==> config.mk <==
export PLATFORM = sky130hd
export DESIGN_NAME = cancellable_timer_queue_flat
export DESIGN_NICKNAME = d
export VERILOG_FILES = /design/src/sv/ctq_pkg.sv /design/src/sv/ctq_if.sv /design/src/sv/cancellable_timer_queue.sv /design/src/flat_wrapper.sv
export VERILOG_INCLUDE_DIRS = /design/src /design/src/sv
export SDC_FILE = /design/constraint.sdc
export NUM_CORES = 2
export LEC_CHECK = 0
export BUFFER_PORTS_ARGS = -buffer_cell sky130_fd_sc_hd__buf_2
export CAP_MARGIN = 0
export CORE_MARGIN = 2
export CORE_UTILIZATION = 45
export CTS_CLUSTER_DIAMETER = 150
export CTS_CLUSTER_SIZE = 8
export DETAILED_ROUTE_END_ITERATION = 6
export PLACE_DENSITY = 0.61
export RECOVER_POWER = 100
export REMOVE_ABC_BUFFERS = 1
export SYNTH_ARGS = -nofsm -noshare
export SYNTH_HDL_FRONTEND = slang
export SYNTH_SLANG_ARGS = --single-unit
export TNS_END_PERCENT = 20
==> constraint.sdc <==
create_clock -name clk -period 10.5 [get_ports clk]
set_clock_uncertainty 0.2 [all_clocks]
set_input_delay 0.525 -clock clk [delete_from_list [all_inputs] [get_ports clk]]
set_output_delay 0.525 -clock clk [all_outputs]
set_load 0.02 [all_outputs]
==> src/sv/assert_macros.svh <==
// ----------------------------------------------------------------------------
// assert_macros.svh
// concurrent assertion helpers, empty when SYNTH is defined
// ----------------------------------------------------------------------------
`ifndef ASSERT_MACROS_SVH
`define ASSERT_MACROS_SVH

`ifndef SYNTH
// property holds at every clock edge outside reset
`define ASSERT_ALWAYS(lbl, clk, rst_n, prop, msg) \
	lbl: assert property (@(posedge clk) disable iff (!rst_n) (prop)) else $error(msg);
// when pre holds, post holds in the next cycle
`define ASSERT_NEXT(lbl, clk, rst_n, pre, post, msg) \
	lbl: assert property (@(posedge clk) disable iff (!rst_n) (pre) |=> (post)) \
		else $error(msg);
`else
`define ASSERT_ALWAYS(lbl, clk, rst_n, prop, msg)
`define ASSERT_NEXT(lbl, clk, rst_n, pre, post, msg)
`endif

`endif

==> src/sv/ctq_pkg.sv <==
// ----------------------------------------------------------------------------
// ctq_pkg
// op and result codes shared by the timer queue and its channel interfaces
// ----------------------------------------------------------------------------
package ctq_pkg;

	typedef logic [1:0] op_t;
	typedef logic [2:0] kind_t;

	localparam op_t OP_CREATE = 2'd0;
	localparam op_t OP_CANCEL = 2'd1;
	localparam op_t OP_TICK   = 2'd2;

	localparam kind_t KIND_CREATED   = 3'd0;
	localparam kind_t KIND_FULL      = 3'd1;
	localparam kind_t KIND_CANCELLED = 3'd2;
	localparam kind_t KIND_NOT_FOUND = 3'd3;
	localparam kind_t KIND_EXPIRED   = 3'd4;

	// most expiries emitted per tick
	localparam int MAX_OUT = 16;
	localparam int N_W     = $clog2(MAX_OUT + 1);

endpackage

==> src/sv/ctq_if.sv <==
// ----------------------------------------------------------------------------
// ctq_if
// valid/ready channels for timer queue commands and result words
// ----------------------------------------------------------------------------
interface ctq_cmd_if import ctq_pkg::*; ();
	logic        valid;
	logic        ready;
	op_t         op;
	logic [31:0] timeout_ms;
	logic [31:0] handle;

	modport source (output valid, output op, output timeout_ms, output handle, input ready);
	modport sink (input valid, input op, input timeout_ms, input handle, output ready);
endinterface

interface ctq_evt_if import ctq_pkg::*; ();
	logic        valid;
	logic        ready;
	kind_t       kind;
	logic [31:0] timer_handle;
	logic        became_earliest;
	logic        last;

	modport source (output valid, output kind, output timer_handle, output became_earliest,
		output last, input ready);
	modport sink (input valid, input kind, input timer_handle, input became_earliest,
		input last, output ready);
endinterface

==> src/sv/cancellable_timer_queue.sv <==
// ----------------------------------------------------------------------------
// cancellable_timer_queue
// Table of pending one-shot timers with a millisecond clock. Deadlines and
// handles sit in two single-port synchronous memories of ENTRIES words; valid
// bits are flip-flops cleared by reset, so no clearing pass is needed. A
// create or cancel walks the whole table once through the memory read port;
// a tick walks it once per emitted timer plus a final empty scan, and one
// that expires 16 timers ends without the empty scan and leaves the rest
// pending. An unused op is taken without a scan or a result word. A stalled
// result port holds the block until its word is taken. The next command is
// taken while the last result word still waits in the output register.
// ----------------------------------------------------------------------------
`include "assert_macros.svh"

module cancellable_timer_queue import ctq_pkg::*; #(
	parameter int ENTRIES   = 16,
	parameter int TIME_BITS = 48
) (
	input logic       clk,
	input logic       arst_n,
	ctq_cmd_if.sink   cmd,
	ctq_evt_if.source evt
);

	localparam int IDX_W = (ENTRIES > 1) ? $clog2(ENTRIES) : 1;
	localparam logic [IDX_W-1:0] LAST_IDX = IDX_W'(ENTRIES - 1);

	localparam logic [2:0] ST_IDLE  = 3'd0;
	localparam logic [2:0] ST_SCAN  = 3'd1;
	localparam logic [2:0] ST_DRAIN = 3'd2;
	localparam logic [2:0] ST_DONE  = 3'd3;
	localparam logic [2:0] ST_FLUSH = 3'd4;

	// storage
	logic [TIME_BITS-1:0] mem_dl [ENTRIES];
	logic [31:0]          mem_h  [ENTRIES];
	logic [ENTRIES-1:0]   valid_q;

	// control
	logic [2:0]           state_q;
	logic [IDX_W-1:0]     idx_q;
	logic                 act_s1;
	logic                 v_s1;
	logic [IDX_W-1:0]     idx_s1;
	logic [TIME_BITS-1:0] rd_dl_s1;
	logic [31:0]          rd_h_s1;
	logic [TIME_BITS-1:0] now_q;
	logic [31:0]          last_handle_q;
	logic                 found_q;
	logic [N_W-1:0]       n_q;
	logic                 pend_q;

	// per command
	op_t                  op_q;
	logic [31:0]          key_h_q;
	logic [TIME_BITS-1:0] new_dl_q;
	logic                 early_q;
	logic [IDX_W-1:0]     sel_idx_q;
	logic [TIME_BITS-1:0] best_dl_q;
	logic [31:0]          best_h_q;
	logic [31:0]          pend_h_q;

	// output register
	logic                 ov_q;
	kind_t                o_kind_q;
	logic [31:0]          o_h_q;
	logic                 o_early_q;
	logic                 o_last_q;

	logic                 accept;
	logic                 out_free;
	logic                 create_beats;
	logic                 cancel_match;
	logic                 tick_pick;
	logic                 upd_sel;
	logic                 early_clr;
	logic                 push;
	kind_t                push_kind;
	logic [31:0]          push_h;
	logic                 push_early;
	logic                 push_last;
	logic                 wr_en;
	logic                 clr_en;
	logic                 take;
	logic                 pend_done;
	logic [2:0]           state_d;

	assign cmd.ready           = (state_q == ST_IDLE);
	assign accept              = cmd.valid && cmd.ready;
	assign out_free            = !ov_q || evt.ready;
	assign evt.valid           = ov_q;
	assign evt.kind            = o_kind_q;
	assign evt.timer_handle    = o_h_q;
	assign evt.became_earliest = o_early_q;
	assign evt.last            = o_last_q;

	// compare the entry read back against the command
	always_comb begin
		create_beats = v_s1 && ((rd_dl_s1 < new_dl_q) ||
			((rd_dl_s1 == new_dl_q) && (rd_h_s1 < key_h_q)));
		cancel_match = v_s1 && (rd_h_s1 == key_h_q);
		tick_pick    = v_s1 && (rd_dl_s1 <= now_q) && (!found_q ||
			(rd_dl_s1 < best_dl_q) || ((rd_dl_s1 == best_dl_q) && (rd_h_s1 < best_h_q)));
		upd_sel   = 1'b0;
		early_clr = 1'b0;
		if (act_s1) begin
			unique case (op_q)
				OP_CREATE: begin
					upd_sel   = !v_s1 && !found_q;
					early_clr = create_beats;
				end
				OP_CANCEL: upd_sel = cancel_match && !found_q;
				OP_TICK:   upd_sel = tick_pick;
				default:   upd_sel = 1'b0;
			endcase
		end
	end

	// end of scan: result words, table updates, next state
	always_comb begin
		push       = 1'b0;
		push_kind  = KIND_EXPIRED;
		push_h     = pend_h_q;
		push_early = 1'b0;
		push_last  = 1'b0;
		wr_en      = 1'b0;
		clr_en     = 1'b0;
		take       = 1'b0;
		pend_done  = 1'b0;
		state_d    = state_q;
		unique case (state_q)
			ST_IDLE: begin
				if (accept && (cmd.op == OP_CREATE || cmd.op == OP_CANCEL ||
					cmd.op == OP_TICK)) begin
					state_d = ST_SCAN;
				end
			end
			ST_SCAN: begin
				if (idx_q == LAST_IDX) begin
					state_d = ST_DRAIN;
				end
			end
			ST_DRAIN: state_d = ST_DONE;
			ST_DONE: begin
				unique case (op_q)
					OP_CREATE: begin
						if (out_free) begin
							push       = 1'b1;
							push_last  = 1'b1;
							push_kind  = found_q ? KIND_CREATED : KIND_FULL;
							push_h     = found_q ? key_h_q : 32'd0;
							push_early = found_q && early_q;
							wr_en      = found_q;
							state_d    = ST_IDLE;
						end
					end
					OP_CANCEL: begin
						if (out_free) begin
							push      = 1'b1;
							push_last = 1'b1;
							push_kind = found_q ? KIND_CANCELLED : KIND_NOT_FOUND;
							push_h    = key_h_q;
							clr_en    = found_q;
							state_d   = ST_IDLE;
						end
					end
					OP_TICK: begin
						if (found_q) begin
							// previous expiry is not last: another one follows
							if (!pend_q || out_free) begin
								push    = pend_q;
								clr_en  = 1'b1;
								take    = 1'b1;
								state_d = (n_q == N_W'(MAX_OUT - 1)) ? ST_FLUSH : ST_SCAN;
							end
						end else if (!pend_q) begin
							state_d = ST_IDLE;
						end else if (out_free) begin
							push      = 1'b1;
							push_last = 1'b1;
							pend_done = 1'b1;
							state_d   = ST_IDLE;
						end
					end
					default: state_d = ST_IDLE;
				endcase
			end
			ST_FLUSH: begin
				if (out_free) begin
					push      = 1'b1;
					push_last = 1'b1;
					pend_done = 1'b1;
					state_d   = ST_IDLE;
				end
			end
			default: state_d = ST_IDLE;
		endcase
	end

	always_ff @(posedge clk or negedge arst_n) begin
		if (!arst_n) begin
			state_q       <= ST_IDLE;
			idx_q         <= '0;
			act_s1        <= 1'b0;
			v_s1          <= 1'b0;
			valid_q       <= '0;
			now_q         <= '0;
			last_handle_q <= '0;
			found_q       <= 1'b0;
			n_q           <= '0;
			pend_q        <= 1'b0;
			ov_q          <= 1'b0;
		end else begin
			state_q <= state_d;
			act_s1  <= (state_q == ST_SCAN);
			if (state_q == ST_SCAN) begin
				v_s1  <= valid_q[idx_q];
				idx_q <= idx_q + 1'b1;
			end
			if (accept) begin
				idx_q   <= '0;
				found_q <= 1'b0;
				n_q     <= '0;
				if (cmd.op == OP_TICK) begin
					now_q <= now_q + 1'b1;
				end
			end
			if (upd_sel) begin
				found_q <= 1'b1;
			end
			if (wr_en) begin
				valid_q[sel_idx_q] <= 1'b1;
				last_handle_q      <= key_h_q;
			end
			if (clr_en) begin
				valid_q[sel_idx_q] <= 1'b0;
			end
			if (take) begin
				pend_q  <= 1'b1;
				n_q     <= n_q + 1'b1;
				idx_q   <= '0;
				found_q <= 1'b0;
			end
			if (pend_done) begin
				pend_q <= 1'b0;
			end
			if (push) begin
				ov_q <= 1'b1;
			end else if (evt.ready) begin
				ov_q <= 1'b0;
			end
		end
	end

	always_ff @(posedge clk) begin
		if (accept) begin
			op_q     <= cmd.op;
			key_h_q  <= (cmd.op == OP_CREATE) ? last_handle_q + 32'd1 : cmd.handle;
			new_dl_q <= now_q + {{(TIME_BITS - 32){1'b0}}, cmd.timeout_ms};
			early_q  <= 1'b1;
		end
		if (state_q == ST_SCAN) begin
			idx_s1   <= idx_q;
			rd_dl_s1 <= mem_dl[idx_q];
			rd_h_s1  <= mem_h[idx_q];
		end
		if (early_clr) begin
			early_q <= 1'b0;
		end
		if (upd_sel) begin
			sel_idx_q <= idx_s1;
			best_dl_q <= rd_dl_s1;
			best_h_q  <= rd_h_s1;
		end
		if (wr_en) begin
			mem_dl[sel_idx_q] <= new_dl_q;
			mem_h[sel_idx_q]  <= key_h_q;
		end
		if (take) begin
			pend_h_q <= best_h_q;
		end
		if (push) begin
			o_kind_q  <= push_kind;
			o_h_q     <= push_h;
			o_early_q <= push_early;
			o_last_q  <= push_last;
		end
	end

	`ASSERT_ALWAYS(a_count_bound, clk, arst_n, n_q <= N_W'(MAX_OUT), "too many expiries")
	`ASSERT_ALWAYS(a_mid_expired, clk, arst_n, !ov_q || o_last_q || (o_kind_q == KIND_EXPIRED), "bad kind")
	`ASSERT_ALWAYS(a_no_pending_accept, clk, arst_n, !accept || !pend_q, "accept with expiry held")
	`ASSERT_NEXT(a_create_sets_valid, clk, arst_n, wr_en, valid_q[$past(sel_idx_q)], "slot not valid")

endmodule

==> src/flat_wrapper.sv <==
// flat-port wrapper written by rule: the top's interface ports become plain ports
module cancellable_timer_queue_flat import ctq_pkg::*;
#(
	parameter int ENTRIES   = 16,
	parameter int TIME_BITS = 48
)
  (clk, arst_n, cmd_valid, cmd_op, cmd_timeout_ms, cmd_handle, cmd_ready, evt_valid, evt_kind, evt_timer_handle, evt_became_earliest, evt_last, evt_ready);
  ctq_cmd_if cmd_i ();
  ctq_evt_if evt_i ();
  input logic clk;
  input logic arst_n;
  input wire logic [$bits(cmd_i.valid)-1:0] cmd_valid;
  input wire logic [$bits(cmd_i.op)-1:0] cmd_op;
  input wire logic [$bits(cmd_i.timeout_ms)-1:0] cmd_timeout_ms;
  input wire logic [$bits(cmd_i.handle)-1:0] cmd_handle;
  output wire logic [$bits(cmd_i.ready)-1:0] cmd_ready;
  output wire logic [$bits(evt_i.valid)-1:0] evt_valid;
  output wire logic [$bits(evt_i.kind)-1:0] evt_kind;
  output wire logic [$bits(evt_i.timer_handle)-1:0] evt_timer_handle;
  output wire logic [$bits(evt_i.became_earliest)-1:0] evt_became_earliest;
  output wire logic [$bits(evt_i.last)-1:0] evt_last;
  input wire logic [$bits(evt_i.ready)-1:0] evt_ready;
  assign cmd_i.valid = cmd_valid;
  assign cmd_i.op = cmd_op;
  assign cmd_i.timeout_ms = cmd_timeout_ms;
  assign cmd_i.handle = cmd_handle;
  assign cmd_ready = cmd_i.ready;
  assign evt_valid = evt_i.valid;
  assign evt_kind = evt_i.kind;
  assign evt_timer_handle = evt_i.timer_handle;
  assign evt_became_earliest = evt_i.became_earliest;
  assign evt_last = evt_i.last;
  assign evt_i.ready = evt_ready;
  cancellable_timer_queue #(.ENTRIES(ENTRIES), .TIME_BITS(TIME_BITS)) u_core (.clk(clk), .arst_n(arst_n), .cmd(cmd_i), .evt(evt_i));
endmodule
==> out/metrics.cfg <==
[worst_setup_path]
cpPeakStageDelay_ns=2.15
cp_data_required_time_ns=10.66
cpMostUsedCell=clkbuf_1
crit_path_max_fanout=29
startpoint=u_core.evt.valid
cp-end-kind=flop
crit_chain=nor2b_1 -> clkbuf_1 -> nor3_1 -> and3_1 -> nand2_1 -> nor2_4 -> clkbuf_1 -> clkbuf_1
critical-path-top-delay-family=buffers and inverters
r2r_start=u_core.evt.valid
criticalPathCategory=reg2reg
cp_slowest_cell=clkbuf_1
cp_num_buf_inv=3
critPathLaunchType=flop
cp.arrival_ns=7.78

[drt]
wl_per_cell_um=27.5
drtIter0Drc=3747
dr_total_vias=36600
drt_first_pass_iters=6
wirelength_um=174000
ant_nets=0
drc_errors=0
via_per_inst=5.79

[status]
failed_checks=capacitance limit, slew limit
status=complete, but fails checks

[die]
die_h_um=401
rows=145
die_area_mm2=0.161
die_x_um=401
initial_core_util_pct=45.4
ios=109
core_mm2=0.156

[hold_path]
hp-start=cmd_timeout_ms[5]
min_path_type=in2reg

[clocking]
clock-sinks=1713
numCtsBuffers=232
clock_path_buffers=3
post_cts_buffers=0
cts_resized=0
ctsHoldBuffers=43
insertion_delay_ns=0.83
cts_htree_levels=4
cts_tree=built
cts-root-buf=clkbuf_16
clk_transition_reported_paths_ns=0.05

[synth]
synth-edff-count=1599
yosysMostFrequentCell=edfxtp_1
netlist_area_mm2=0.0709
syn_inst=3781
synth-main-ff-cell=edfxtp_1
avgSynthCellArea_um2=18.7
yosys.area.top_type=edfxtp_1
synth_warnings=0
synth-seq-area-share_pct=71.8
synth_top_cell_area_share_pct=67.8
synthTopCellsByCount=edfxtp_1 (1599), mux4_2 (405), ha_1 (248)
ys_types=70
yosys-top-cells-area=edfxtp_1 (68%), mux4_2 (13%), ha_1 (4.4%), dfrtp_1 (4.0%), xnor2_1 (1.2%)
yosys_register_bits=1713
synthArstFlopShare_pct=6.60

[place]
dpl_cell_area_mm2=0.0742
dp_slack_ns=5.50
io_buffers=108
dp_hpwl_um=99200
gp_congestion=0.847

[power]
ir_drop_uv=215
combPwrFrac_pct=19.7
power_mw=19.8
power_density_mw_per_mm2=245
pwr-share-seq_pct=45.8
pwr-share-clk_pct=34.6
switching_share_pct=27.4
p_sw_mw=5.42
p_int_mw=14.4
leakage_nw=27.2

[sta]
period_share_pct=72.5
fmax_mhz=131
fin_ws_ns=2.88
finalSetupViolCount=0
hold_slack_ns=0.0588
layout_min_cycle_time_ns=7.62
setup_tns_ns=0
worstMarginPinSlew_ns=5.04
slew_headroom_pct=-236
finalMaxSlewViolations=1954
rsz0062_at_grt=no
hold_violations=0

[global_route]
grt.total_usage_pct=21.7
grt_max_degree=131
antenna_found_initial=2
grt_pass1_vias=37500
overflow=0
grt_pass1_wl_um=254000

[finish]
layout-area-overhead-vs-synth_pct=14.1
nets=4429
stdcell_area_mm2=0.0808
drive_gt1_share_pct=17.9
antenna_cells=0

[run]
max_cap_violations=57

## power groups by stage
stage | Clock (mW) | Sequential (mW) | Combinational, mW
after floorplan | 0 | 9.24 | 3.50
after global placement | 0 | 9.14 | 3.86
after detailed placement | 0 | 9.16 | 3.87
after CTS | 6.97 | 9.04 | 3.91
after global routing | 7.26 | 9.14 | 4.29
final | 6.84 | 9.06 | 3.89
## worst min-delay path, stage by stage
cell,delay (ns)
buf_2,0.08
ha_1,0.18
a211oi_1,0.06
a21oi_1,0.10
## final timing paths
path / to / slack (ns) / cells after the start
setup / recovery: u_core.mem_dl[1][12] / 2.88 / 8
hold / removal: u_core.new_dl_q[5] / 0.06 / 4
setup reg to reg: u_core.mem_dl[1][12] / 2.88 / 8
hold reg to reg: u_core.sel_idx_q[0] / 0.22 / 0
max in group asynchronous: u_core.idx_q[1] / 5.21 / 2
min in group asynchronous: u_core.evt.valid / 1.65 / 2
## registers in the layout, indices dropped and copies added, names as in the netlist, 2 cells and up
signal / flops
u_core.pend_h_q: 32
u_core.best_h_q: 32
u_core.last_handle_q: 32
u_core.key_h_q: 32
u_core.mem_h: 512
u_core.mem_dl: 768
u_core.valid_q: 16
u_core.evt.kind: 3
u_core.idx_q: 4
u_core.now_q: 48
u_core.best_dl_q: 48
u_core.n_q: 5
u_core.new_dl_q: 48
u_core.rd_h_s1: 32
u_core.sel_idx_q: 4
u_core.idx_s1: 4
u_core.evt.timer_handle: 32
u_core.state_q: 3
u_core.op_q: 2
u_core.rd_dl_s1: 48
## per-stage QoR
step	cells	util (%)
floorplan	3654	-
global placement	5891	47.5
detailed placement	5891	47.5
CTS	6327	52.0
global route	6327	51.7
finish	6327	51.7
## cell type report
cell class / count / area [µm²]
fillers: 12400 / 75400
well taps: 2058 / 2570
multi-input cells: 1707 / 18600
flip-flops and latches: 1713 / 50900
clock inverters: 13 / 203
inverters: 234 / 880
repair buffers: 222 / 1270
clock buffers: 380 / 6400
## cells in the final DEF, fill, tap and decap left out, types with 101 or more instances in the layout
| master | n |
|---|---|
| edfxtp_1 | 1599 |
| mux4_2 | 405 |
| ha_1 | 248 |
| clkbuf_1 | 242 |
| clkbuf_16 | 234 |
| inv_1 | 232 |
| nand2_1 | 157 |
| o21ai_0 | 118 |
| dfrtp_1 | 112 |
| a21oi_1 | 101 |
| xnor2_1 | 101 |
## per-layer routing
layer  up-vias  global-route usage [%]  share of wire, %
met5         -                       0            0.0075
met4         2                    5.83               2.2
met3       260                    3.76               6.4
met2      1291                    34.6                48
met1     19200                    31.1                44
li1      15900                       -                 -
## cell families (layout without fill, tap and decap cells)
logic type	Yosys count	after routing	share of synthesized area, %
flip-flops	1713	1713	71.8
adder cells (fa/ha/maj)	249	249	4.41
AND/OR/NAND/NOR	499	499	3.56
AO/OA/AOI/OAI	426	426	3.85
XOR/XNOR	123	123	1.52
multiplexers	410	410	12.9
buffers and inverters	361	849	1.94
Power figures use the tool's default switching activity.
